## src/sv/periodic_msd_tracker_macros.svh

```systemverilog
// assertion macros for the periodic msd tracker
`ifndef PERIODIC_MSD_TRACKER_MACROS_SVH
`define PERIODIC_MSD_TRACKER_MACROS_SVH
`ifndef SYNTHESIS
`define PMT_ASSERT_SAME(lbl, cond, prop) \
    lbl: assert property (@(posedge clk) disable iff (!rst_n) (cond) |-> (prop)) \
        else $error("lbl failed");
`define PMT_ASSERT_NEXT(lbl, cond, prop) \
    lbl: assert property (@(posedge clk) disable iff (!rst_n) (cond) |=> (prop)) \
        else $error("lbl failed");
`else
`define PMT_ASSERT_SAME(lbl, cond, prop)
`define PMT_ASSERT_NEXT(lbl, cond, prop)
`endif
`endif

```

## src/sv/pmt_pkg.sv

```systemverilog
// shared types and constants of the periodic msd tracker
package pmt_pkg;

    localparam logic [1:0] MODE_INIT    = 2'd0;
    localparam logic [1:0] MODE_UPDATE  = 2'd1;
    localparam logic [1:0] MODE_MEASURE = 2'd2;

    localparam logic REG_BOX_SIZE       = 1'b0;
    localparam logic REG_PARTICLE_COUNT = 1'b1;

    localparam logic [30:0] BOX_SIZE_RESET       = 31'd655360;
    localparam logic [10:0] PARTICLE_COUNT_RESET = 11'd1024;

    localparam logic [62:0] SUM_LIMIT  = 63'h7FFF_FFFF_FFFF_FFFF;
    localparam logic [31:0] ROOT_LIMIT = 32'd3037000499;

    localparam int QUOT_W = 63;
    localparam int DIV_W  = 11;

    // memory write controls from the sequencer to each lane
    typedef struct packed {
        logic init_we;
        logic cnt_we;
    } lane_ctl_t;

    // per-lane findings toward the merge stage
    typedef struct packed {
        logic [62:0] sq;
        logic        cnt_sat;
        logic        sq_sat;
    } lane_res_t;

endpackage

```

## src/sv/pmt_div.sv

```systemverilog
// restoring divider, one quotient bit per cycle
module pmt_div (
    input  logic                         clk,
    input  logic                         rst_n,
    input  logic                         start,
    input  logic [pmt_pkg::QUOT_W-1:0]   dividend,
    input  logic [pmt_pkg::DIV_W-1:0]    divisor,
    output logic                         done,
    output logic [pmt_pkg::QUOT_W-1:0]   quot
);

    localparam int QW = pmt_pkg::QUOT_W;
    localparam int DW = pmt_pkg::DIV_W;
    localparam int CNTW = $clog2(QW);

    logic            run_reg;
    logic [CNTW-1:0] cnt_reg;
    logic [QW-1:0]   quo_reg;
    logic [DW-1:0]   rem_reg;
    logic [DW-1:0]   div_reg;
    logic [DW:0]     trial;
    logic            take;
    logic            done_reg;

    // one trial subtraction
    assign trial = {rem_reg, quo_reg[QW-1]};
    assign take  = (trial >= {1'b0, div_reg});

    always_ff @(posedge clk or negedge rst_n)
    begin
        if (!rst_n)
        begin
            run_reg  <= 1'b0;
            cnt_reg  <= '0;
            done_reg <= 1'b0;
        end
        else
        begin
            done_reg <= 1'b0;
            if (start)
            begin
                run_reg <= 1'b1;
                cnt_reg <= CNTW'(QW - 1);
            end
            else if (run_reg)
            begin
                cnt_reg <= cnt_reg - CNTW'(1);
                if (cnt_reg == '0)
                begin
                    run_reg  <= 1'b0;
                    done_reg <= 1'b1;
                end
            end
        end
    end

    // datapath
    always_ff @(posedge clk)
    begin
        if (start)
        begin
            quo_reg <= dividend;
            rem_reg <= '0;
            div_reg <= (divisor == '0) ? DW'(1) : divisor;
        end
        else if (run_reg)
        begin
            quo_reg <= {quo_reg[QW-2:0], take};
            rem_reg <= take ? DW'(trial - {1'b0, div_reg}) : trial[DW-1:0];
        end
    end

    assign done = done_reg;
    assign quot = quo_reg;

endmodule

```

## config.mk

```make
export PLATFORM = sky130hd
export DESIGN_NAME = pmt_div
export DESIGN_NICKNAME = d
export VERILOG_FILES = /design/src/sv/periodic_msd_tracker_macros.svh /design/src/sv/pmt_pkg.sv /design/src/sv/pmt_div.sv
export SDC_FILE = /design/constraint.sdc
export NUM_CORES = 1
export LEC_CHECK = 0
export CORE_MARGIN = 4
export CORE_UTILIZATION = 57
export CTS_CLUSTER_SIZE = 30
export DETAILED_ROUTE_END_ITERATION = 10
export DONT_BUFFER_PORTS = 1
export PLACE_DENSITY = 0.73
export SLEW_MARGIN = 10
export SYNTH_ARGS = -nofsm -noshare
export SYNTH_HDL_FRONTEND = slang
export SYNTH_SLANG_ARGS = --single-unit
```

## constraint.sdc

```tcl
create_clock -name clk -period 2.7 [get_ports clk]
set_input_delay 0.27 -clock clk [delete_from_list [all_inputs] [get_ports clk]]
set_output_delay 0.27 -clock clk [all_outputs]
set_load 0.01 [all_outputs]
```

## Yosys cells after proc, flatten, opt, wreduce, memory -nomap -nowiden

Cells that the tools add are included.
W data, S select, Z words.

| word-level totals | value |
|---|---|
| flip-flop bits (word level) | 93 |
| input bits | 77 |
| output and inout bits | 64 |
| word-level logic and storage cells | 23 |

| operators by class | value |
|---|---|
| add/sub/neg operators | 2 |
| magnitude comparators | 1 |
| muxes and demuxes | 11 |
| reductions and logical operators | 3 |

Operators by type and width:

| kind | count |
|---|---|
| $mux W63 | 2 |
| $ge A12 B11 Y1 | 1 |
| $mux W6 | 2 |
| $logic_not A11 Y1 | 1 |
| $mux W11 | 1 |
| $sub A11 B11 Y11 | 1 |
| $logic_not A6 Y1 | 1 |
| $mux W1 | 6 |
| $sub A6 B1 Y6 const B | 1 |
| $reduce_bool A2 Y1 | 1 |

## Longest topological paths before layout

Gate-level depths: netlist of the first run.

| logic depth | value |
|---|---|
| word-level depth | 4 |
| gate-level depth with buffers | 10 |
| gate-level depth less buffers | 9 |

## Worst setup path before layout of the first run

OpenSTA, ideal clock, no wires.

| timing path | value |
|---|---|
| path type | reg2reg |
| start point | reg run_reg |
| end point | reg quo_reg[0] (netlist: quot[0]) (enable) |
| library setup time | 0.417 ns |
| data arrival time | 2.244 ns |
| slack | 0.039 ns |
| cell stages (with the launch flop) | 5 |
| path buffers | 2 |
| cells stage by stage | dfrtp_1 > clkbuf_1 > buf_1 > nor2_1 > inv_1 |

| between the ends | value |
|---|---|
| cells in the longest elaborated chain, start to end | 1 |

RTL lines:

| item | RTL line | text |
|---|---|---|
| start, declared | pmt_div.sv:16 | `logic run_reg;` |
| start signal, assigned | pmt_div.sv:33 | `run_reg <= 1'b0;` |
| start signal, assigned | pmt_div.sv:42 | `run_reg <= 1'b1;` |
| start signal, assigned | pmt_div.sv:50 | `run_reg <= 1'b0;` |
| $reduce_bool A2 Y1 (no line) | n/a |  |
| end signal, assigned | pmt_div.sv:62 | `quo_reg <= dividend;` |
| end signal, assigned | pmt_div.sv:68 | `quo_reg <= {quo_reg[QW-2:0], take};` |
| end, declared | pmt_div.sv:18 | `logic [QW-1:0] quo_reg;` |

No other way between the ends.
A chain may end at the register's enable or synchronous reset.

## Final worst setup path of the first run

| timing path | value |
|---|---|
| start point | reg quo_reg[62] (netlist: quot[62]) |
| end point | reg rem_reg[10] |

| between the ends | value |
|---|---|
| cells in the longest elaborated chain, start to end | 2 |
| elaborated cells on any way between the ends | 3 |
| classes of those cells | add/sub (1); order compare (1); mux (1) |

RTL lines:

| item | RTL line | text |
|---|---|---|
| $sub A11 B11 Y11 / $ge A12 B11 Y1 (equally long branches) | pmt_div.sv:69, pmt_div.sv:27 |  |
| $mux W11 * | pmt_div.sv:69 | `rem_reg <= take ? DW'(trial - {1'b0, div_reg}) : trial[DW-1:0];` |
| end signal, assigned | pmt_div.sv:69 |  |
| end, declared | pmt_div.sv:19 | `logic [DW-1:0] rem_reg;` |

Mark *: on every way between the ends. The rest lies on a longest branch, timed or not.

==> flow_metrics.tcl, run 1 <==
set metrics [dict create \
    crit_path_end_kind "register" \
    clock_skew_ns 0.0162 \
    ys_ff_latch 93 \
    seq_power_share_pct 49.9 \
    hold_viol_final 0 \
    yosys-top-cells-area "edfxtp_1 49%, mux2_2 16%, dfxtp_1 4.9%" \
    hpwl_um 6200 \
    avgRoutedWirePerCell_um 19.6 \
    ant_nets 0 \
    path_max_fanout 6 \
    slew_violations 0 \
    cts_tree "built" \
    syn-mean-instance-area_um2 13.6 \
    min_period_over_period_pct 89.8 \
    finalSetupViolCount 0 \
    grt_use_total_pct 18.4 \
    cpLargestDelayFamily "compound AO/OA/AOI/OAI gates" \
    gp_congestion 0.896 \
    drt_iter0_drc 105 \
    min-delay-path-class "in2reg" \
    worst_ir_drop_vdd_uv 377 \
    fin_cells 444 \
    routed_wirelength_um 8720 \
    p_int_mw 2.78 \
    drv_cap 0 \
    num_io_pins 141 \
    synth_edf_count 74 \
    max_freq_mhz 412 \
    grt_max_degree 86 \
    clockBufferDepth 2 \
    yosys_warnings 0 \
    path_buf_inv 2 \
    ctsHtreeMaxLevel 3 \
    cts_resized 0 \
    n_antenna_cell 0 \
    max_slew.worst_pin.slew_ns 0.589 \
    num_vias 2561 \
    ys_types 54 \
    final_layout_size_suffix_gt1_share_pct 27.8 \
    rsz0062_at_grt "no" \
    grt_overflow_total 0 \
    crit_path_start_kind "register" \
    core_um2 7730 \
    dieHeight_um 97.2 \
    initial_core_util_pct 58.7 \
    yosysTopAreaCellShare_pct 49.0 \
    via_per_inst 5.77 \
    cts_setup_buffers 0 \
    status "completed" \
    critical_path.max_stage_delay_ns 0.44 \
    synth.most_common_cell "edfxtp_1" \
    hold_slack_ns 0.0368 \
    relSlewSlack_pct 60.2 \
    rows 32 \
    sw_frac_of_total_pct 29.7 \
    clk_pin_slew_worst_paths_ns 0.10 \
    crit_arrival_ns 2.69 \
    synthTopCellsByCount "74 x edfxtp_1, 63 x mux2_2, 21 x nor2_1, 19 x clkbuf_1, 17 x inv_1" \
    clock_latency_ns 0.35 \
    pwr-share-clk_pct 25.3 \
    power_frac_comb_pct 24.8 \
    synth_top_cell_by_area "edfxtp_1" \
    cpMaxStageDelayCell "fa_1" \
    grt_pass1_wl_um 13800 \
    crit_type "reg2reg" \
    syn_area_um2 4540 \
    place_inst 417 \
    power.density_nw_per_um2 801 \
    syn_nets 424 \
    path_depth 10 \
    design.die.area_um2 9450 \
    die_w_um 97.2 \
    p_leak_nw 1.86 \
    grt_pass1_vias 2658 \
    portBuffers 0 \
    cts-hold-fix-buffers 11 \
    fin_nets 429 \
    worstPathRequired_ns 2.97 \
    drc 0 \
    ys_seq_area_share_pct 58.3 \
    period_minus_slack_ns 2.42 \
    synthCells 333 \
    cp_cell_sequence "inv_1 > ha_1 > fa_1 > nor2b_4 > o31a_1 > o21ai_4 > o21ai_2 > buf_4 > o21ai_0 > a311oi_1" \
    async_flop_share_pct 8.60 \
    antenna_found_initial 0 \
    r2r_cells 10 \
    holdPathStages 0 \
    switching_power_mw 1.18 \
    cts_made_buffers 9 \
    root_buffer "clkbuf_8" \
    area_growth_pct 8.94 \
    ys.flop_type "edfxtp_1" \
    first_pass_iters 4 \
    tns_ns 0 \
    clkSinkCount 93 \
    largest_reg_flops 63 \
]
-- layout by cell type, fill, tap and decap left out, types with 2 or more instances in the layout --
| cell type | Yosys | layout |
|---|---|---|
| bufinv_16 | 0 | 2 |
| o21a_1 | 2 | 2 |
| nor2_1 | 21 | 21 |
| mux2i_1 | 6 | 6 |
| nand3b_1 | 2 | 2 |
| dlygate4sd3_1 | 0 | 12 |
| o21ai_0 | 8 | 8 |
| o211ai_1 | 3 | 3 |
| and4b_1 | 2 | 2 |
| mux2_2 | 63 | 63 |
| o22ai_1 | 2 | 2 |
| ha_1 | 13 | 13 |
| nor4bb_1 | 2 | 2 |
| buf_4 | 0 | 6 |
| nand2_1 | 9 | 9 |
| a21oi_1 | 5 | 5 |
| nor4_1 | 2 | 2 |
| o31a_1 | 2 | 2 |
| nand2b_1 | 10 | 10 |
| a311oi_1 | 2 | 2 |
| edfxtp_1 | 74 | 74 |
| and2_1 | 2 | 2 |
| xnor2_1 | 8 | 8 |
| dfrtp_1 | 8 | 8 |
| a211oi_1 | 7 | 7 |
| dfxtp_1 | 11 | 11 |
| clkinvlp_4 | 0 | 2 |
| nor3_1 | 3 | 3 |
| clkbuf_8 | 0 | 9 |
| inv_1 | 17 | 16 |
-- power by group through the flow --
stage / Clock [mW] / Combinational, mW / Sequential, mW
after floorplan: 0 / 0.830 / 1.94
after global placement: 0 / 0.919 / 2.01
after detailed placement: 0 / 0.955 / 2.00
after CTS: 1.02 / 0.975 / 1.98
after global routing: 1.09 / 1.08 / 2.00
final: 1.00 / 0.981 / 1.97
-- stage by stage --
stage	area, µm²	total power, mW	util, %	setup WS (ns)
floorplan	4540	2.77	-	0.0392
global placement	4610	2.93	59.7	0.381
detailed placement	4610	2.96	59.7	0.248
CTS	4930	3.97	63.8	0.248
global route	4940	4.17	63.9	0.0900
finish	4940	3.96	63.9	0.276
-- layout make-up --
class	count	area (µm²)
timing repair buffer	18	165
clock buffer	10	128
inverter	17	63.8
fill	583	2790
clock inverter	5	83.8
sequential	93	2640
tap	102	128
multi-input combinational	199	1730
-- per-layer routing --
layer  vias to the layer above  track usage, %  wire (µm)
li1                       1239               -          -
met1                      1224            22.8       3670
met2                        88            29.6       4210
met3                        10            6.96        710
met4                         0            6.70        121
met5                         -               0          0
-- worst reg2reg max path: cells and delay by family (launching register included) --
family	cells	cell delay (ns)
AO/OA/AOI/OAI	5	0.92
adder cells (fa/ha/maj)	2	0.66
buffers and inverters	2	0.28
flip-flops	1	0.37
AND/OR/NAND/NOR	1	0.13
-- path summary, 6_finish.rpt --
path | from | to | slack [ns]
setup reg to reg | quot[62] | rem_reg[10] | 0.28
max in group asynchronous | rst_n | cnt_reg[5] | 2.16
setup / recovery | quot[62] | rem_reg[10] | 0.28
hold / removal | start | div_reg[8] | 0.04
hold reg to reg | rem_reg[9] | rem_reg[9] | 0.53
min in group asynchronous | rst_n | run_reg | 0.26
-- cell families (layout without fill, tap and decap cells) --
family | Yosys count | count (layout) | share of synthesized area (%)
flops | 93 | 93 | 58.3
buf+inv | 41 | 50 | 3.59
fa+ha+maj | 14 | 14 | 4.03
simple gates | 65 | 65 | 8.63
mux | 70 | 70 | 17.3
compound gates | 41 | 41 | 6.46
xor+xnor | 9 | 9 | 1.74
No activity file was read; power rests on OpenSTA's default activity.
==> run 2, diff against run 1 <==
CORE_UTILIZATION = 65   (was 57)
PLACE_DENSITY = 0.79   (was 0.73)
clock period = 2.9 ns   (was 2.7 ns; I/O delays follow)
==> run 2 against run 1 <==
Sequential cell count unchanged. Core utilization increased by 7.0 points. Sequential power is 7% lower. Setup slack better by 0.062 ns. Clock power decreased by 16%. Hold slack worse by 0.0034 ns. Power shrank 9.9%. Clock skew shrank 0.0045 ns. Clock-buffer cell count unchanged. Highest routed layer unchanged.
==> flow_metrics.tcl, run 2 (synthesized netlist as in run 1, its figures left out) <==
set metrics [dict create \
    hold_viol_final 0 \
    min_period_over_period_pct 88.4 \
    status "completed" \
    r2r_cells 10 \
    num_io_pins 141 \
    final_common_cell "edfxtp_1" \
    design.die.area_um2 8380 \
    portBuffers 0 \
    relSlewSlack_pct 61.3 \
    clock_skew_ns 0.0116 \
    grt_pass1_vias 2669 \
    hold_start "divisor[1]" \
    cts-hold-fix-buffers 3 \
    r2r-end "rem_reg[6]" \
    drc 0 \
    final_cell_area_um2 4820 \
    worst_ir_drop_vdd_uv 460 \
    cts_resized 0 \
    slew_violations 0 \
    rsz0062_at_grt "no" \
    drt_iter0_drc 133 \
    top_usage_layer "met2" \
    largest_reg_flops 63 \
    hold_slack_ns 0.0334 \
    antenna_found_initial 0 \
    clk_pin_slew_worst_paths_ns 0.10 \
    cts_setup_buffers 0 \
    first_pass_iters 5 \
    fillCellCount 486 \
    n_antenna_cell 0 \
    met3_usage_pct 8.95 \
    num_vias 2548 \
    grt_pass1_wl_um 13700 \
    area_growth_pct 6.26 \
    grt_use_total_pct 20.7 \
    cts_made_buffers 9 \
    worstPathRequired_ns 3.15 \
    holdPathStages 0 \
    root_buffer "clkbuf_8" \
    power.density_nw_per_um2 740 \
    cpLargestDelayFamily "compound AO/OA/AOI/OAI gates" \
    tns_ns 0 \
    path_max_fanout 6 \
    initial_core_util_pct 66.8 \
    die_w_um 91.5 \
    grt_max_degree 89 \
    reg2reg_setup_slack_ns 0.34 \
    cp_cell_sequence "inv_1 > ha_1 > fa_1 > nor2b_4 > o31a_1 > o21ai_4 > o21ai_2 > buf_4 > o22ai_1 > a211oi_1" \
    grt.met2_usage_pct 34.7 \
    path_buf_inv 2 \
    r2r_start "quot[62]" \
    clkSinkCount 93 \
    dieHeight_um 91.5 \
    ant_nets 0 \
    rows 30 \
    p_leak_nw 1.81 \
    min-delay-path-class "in2reg" \
    ctsHtreeMaxLevel 3 \
    crit_type "reg2reg" \
    grt_overflow_total 0 \
    cts_tree "built" \
    max_slew.worst_pin.slew_ns 0.573 \
    crit_path_start_kind "register" \
    cpMaxStageDelayCell "fa_1" \
    crit_path_end_kind "register" \
    max_freq_mhz 390 \
    finalSetupViolCount 0 \
    via_per_inst 5.95 \
    gp_congestion 0.856 \
    clock_latency_ns 0.35 \
    final_cell_mix "74 x edfxtp_1, 63 x mux2_2, 21 x nor2_1, 16 x inv_1, 13 x ha_1" \
    place_area_um2 4600 \
    critical_path.max_stage_delay_ns 0.45 \
    fin_nets 418 \
    hpwl_um 6000 \
    clockBufferDepth 2 \
    use_met1_pct 24.0 \
    routed_wirelength_um 8450 \
    final_layout_size_suffix_gt1_share_pct 28.0 \
    core_um2 6790 \
    hold_end "div_reg[1]" \
    period_minus_slack_ns 2.56 \
    avgRoutedWirePerCell_um 19.7 \
    crit_arrival_ns 2.82 \
    drv_cap 0 \
]
==> run 2: metal layers <==
metal  part of all wire, %  vias up  wire, µm
met3                   7.9        9       668
met1                    39     1243      3300
met5                     0        -         0
li1                      -     1216         -
met2                    52       80      4370
met4                   1.4        0       115
==> run 2: area by class of cell <==
type / count / area (µm²) / area share, %
tap: 96 / 120 / 2.49
sequential: 93 / 2640 / 54.8
clock inverter: 6 / 62.6 / 1.30
multi-input combinational: 199 / 1730 / 35.9
inverter: 17 / 63.8 / 1.32
timing repair buffer: 7 / 72.6 / 1.51
clock buffer: 10 / 128 / 2.65
==> run 2: worst max path at each step <==
stage                        start  slack, ns  depth (start not counted)         end
after global placement    quot[62]       0.42                         10  rem_reg[3]
after detailed placement  quot[62]       0.34                         10  rem_reg[2]
after CTS                 quot[62]       0.30                         10  rem_reg[2]
after floorplan            run_reg       0.24                          4     quot[0]
after global routing      quot[62]       0.13                         10  rem_reg[6]
final                     quot[62]       0.34                         10  rem_reg[6]
==> run 2: power breakdown <==
group	total [mW]	internal (mW)	switching (mW)	leakage, nW
Clock	0.841	0.398	0.443	0.0903
Combinational	0.887	0.450	0.437	0.770
Sequential	1.84	1.64	0.193	0.948
Total	3.56	2.49	1.07	1.81
==> run 2: per-stage QoR <==
step           power, mW  setup WS (ns)  util, %  cells
6_report            3.56          0.338     70.9    428
3_3_place_gp        2.72          0.422     67.7    409
3_5_place_dp        2.74          0.338     67.7    409
5_1_grt             3.79          0.127     70.9    428
2_1_floorplan       2.58          0.239        -    333
4_1_cts             3.60          0.304     70.9    428
==> run 2: worst reg2reg max path, delay by kind of cell (launching register included) <==
family | cells | cell delay, ns
AO/OA/AOI/OAI | 5 | 0.95
adder cells (fa/ha/maj) | 2 | 0.67
flip-flops | 1 | 0.43
buffers and inverters | 2 | 0.30
AND/OR/NAND/NOR | 1 | 0.13
==> run 3, diff against run 2 <==
CTS_BUF_LIST = sky130_fd_sc_hd__clkbuf_8   (was unset)
PLACE_DENSITY = 0.82   (was 0.79)
==> run 3 against run 2 <==
Global-route usage is 1.2 points higher. Critical path depth stayed put. Setup slack worse by 0.035 ns.
==> flow_metrics.tcl, run 3 (synthesized netlist as in run 1, its figures left out) <==
set metrics [dict create \
    clk_pin_slew_worst_paths_ns 0.10 \
    max_freq_mhz 385 \
    hpwl_um 6370 \
    gp_congestion 0.830 \
    min-delay-path-class "in2reg" \
    hold_viol_final 0 \
    n_antenna_cell 0 \
    drv_cap 0 \
    p_leak_nw 1.82 \
    tns_ns 0 \
    cts_tree "built" \
    status "completed" \
    drc 0 \
    setup_slack_ns 0.303 \
    sw_frac_of_total_pct 30.9 \
    first_pass_iters 4 \
    crit_path_start_kind "register" \
    clockBufferDepth 2 \
    dieHeight_um 91.5 \
    largest_reg_flops 63 \
    area_growth_pct 6.51 \
    place_ws_ns 0.222 \
    grt_use_total_pct 21.9 \
    routed_wirelength_um 8930 \
    cts_made_buffers 9 \
    crit_arrival_ns 2.80 \
    core_um2 6790 \
    ant_nets 0 \
    clkSinkCount 93 \
    final_layout_size_suffix_gt1_share_pct 27.7 \
    cpMaxStageDelayCell "fa_1" \
    cpMostUsedCell "o21ai_4" \
    clock_skew_ns 0.0139 \
    grt_pass1_wl_um 14300 \
    power_frac_comb_pct 25.0 \
    crit_path_end_kind "register" \
    seq_power_share_pct 51.0 \
    final_util_pct 71.1 \
    rsz0062_at_grt "no" \
    num_vias 2605 \
    clock_latency_ns 0.35 \
    cpLargestDelayFamily "adder cells" \
    via_per_inst 6.09 \
    path_max_fanout 8 \
    switching_power_mw 1.11 \
    max_slew.worst_pin.slew_ns 0.640 \
    avgRoutedWirePerCell_um 20.9 \
    path_buf_inv 2 \
    rows 30 \
    grt_overflow_total 0 \
    initial_core_util_pct 66.8 \
    cts_setup_buffers 0 \
    portBuffers 0 \
    die_w_um 91.5 \
    crit_type "reg2reg" \
    fin_nets 418 \
    critical_path.max_stage_delay_ns 0.45 \
    root_buffer "clkbuf_8" \
    worstPathRequired_ns 3.11 \
    num_io_pins 141 \
    grt_pass1_vias 2714 \
    final_cell_mix "74 x edfxtp_1, 63 x mux2_2, 21 x nor2_1, 18 x inv_1, 13 x ha_1" \
    final_common_cell "edfxtp_1" \
    pwr-share-clk_pct 24.0 \
    grt_max_degree 95 \
    finalSetupViolCount 0 \
    p_int_mw 2.49 \
    relSlewSlack_pct 57.3 \
    drt_iter0_drc 134 \
    cp_cell_sequence "inv_1 > ha_1 > fa_1 > nor2b_4 > o31a_1 > o21ai_4 > o21ai_4 > buf_4 > mux2i_1 > a211oi_1" \
    fillCellCount 460 \
    worst_ir_drop_vdd_uv 422 \
    slew_violations 0 \
    period_minus_slack_ns 2.60 \
    design.die.area_um2 8380 \
    antenna_found_initial 0 \
    ctsHtreeMaxLevel 3 \
    power.density_nw_per_um2 746 \
    min_period_over_period_pct 89.6 \
]
[run 3: cell count changes in the layout (fill, tap and decap cells not counted), sizes merged]
cell,previous run,this run
clkbuf,10,9
inv,18,21
dlygate4sd3,3,4
clkinvlp,2,1
clkinv,2,1
buf,4,3
[run 3: worst paths after layout]
check,endpoint,from,cells after the start,slack [ns]
min reg2reg,rem_reg[2],rem_reg[2],2,0.51
max,rem_reg[2],quot[62],10,0.30
min,div_reg[9],divisor[9],0,0.02
max reg2reg,rem_reg[2],quot[62],10,0.30
min in group asynchronous,cnt_reg[4],rst_n,1,0.28
max in group asynchronous,cnt_reg[1],rst_n,1,2.33
[run 3: final cells by class]
| cell class | count | area, µm² | share of cell area (%) |
|---|---|---|---|
| flip-flops and latches | 93 | 2640 | 54.7 |
| multi-input cells | 199 | 1740 | 36.0 |
| clock inverters | 7 | 67.6 | 1.40 |
| inverters | 17 | 63.8 | 1.32 |
| well taps | 96 | 120 | 2.49 |
| clock buffers | 9 | 124 | 2.56 |
| repair buffers | 7 | 75.1 | 1.55 |
[run 3: metal layers]
layer / up-vias / global-route usage [%] / part of all wire (%)
li1: 1220 / - / -
met1: 1263 / 27.1 / 39
met4: 0 / 5.90 / 1.0
met2: 113 / 35.1 / 49
met5: - / 0 / 0
met3: 9 / 9.61 / 11
[run 3: power groups by stage]
stage / clock network, mW / registers [mW] / logic, mW
2_1_floorplan: 0 / 1.81 / 0.773
3_3_place_gp: 0 / 1.87 / 0.840
3_5_place_dp: 0 / 1.87 / 0.872
4_1_cts: 0.870 / 1.84 / 0.888
5_1_grt: 0.933 / 1.86 / 0.990
6_report: 0.865 / 1.84 / 0.900
[run 3: metrics by stage]
step / hold WS (ns) / area, µm² / power, mW / std cells
after detailed placement: -0.00538 / 4590 / 2.74 / 408
after global routing: 0.000766 / 4830 / 3.79 / 428
after global placement: -0.00540 / 4590 / 2.71 / 408
after floorplan: -0.00559 / 4540 / 2.58 / 333
final: 0.0231 / 4830 / 3.60 / 428
after CTS: 0.000206 / 4800 / 3.60 / 426
[run 3: what timing repair did]
action | CTS | global route
setup endpoints to repair | 0 | 1
resized for setup | 0 | 1
hold buffers | 2 | 2
endpoints found under the hold margin | 10 | 1
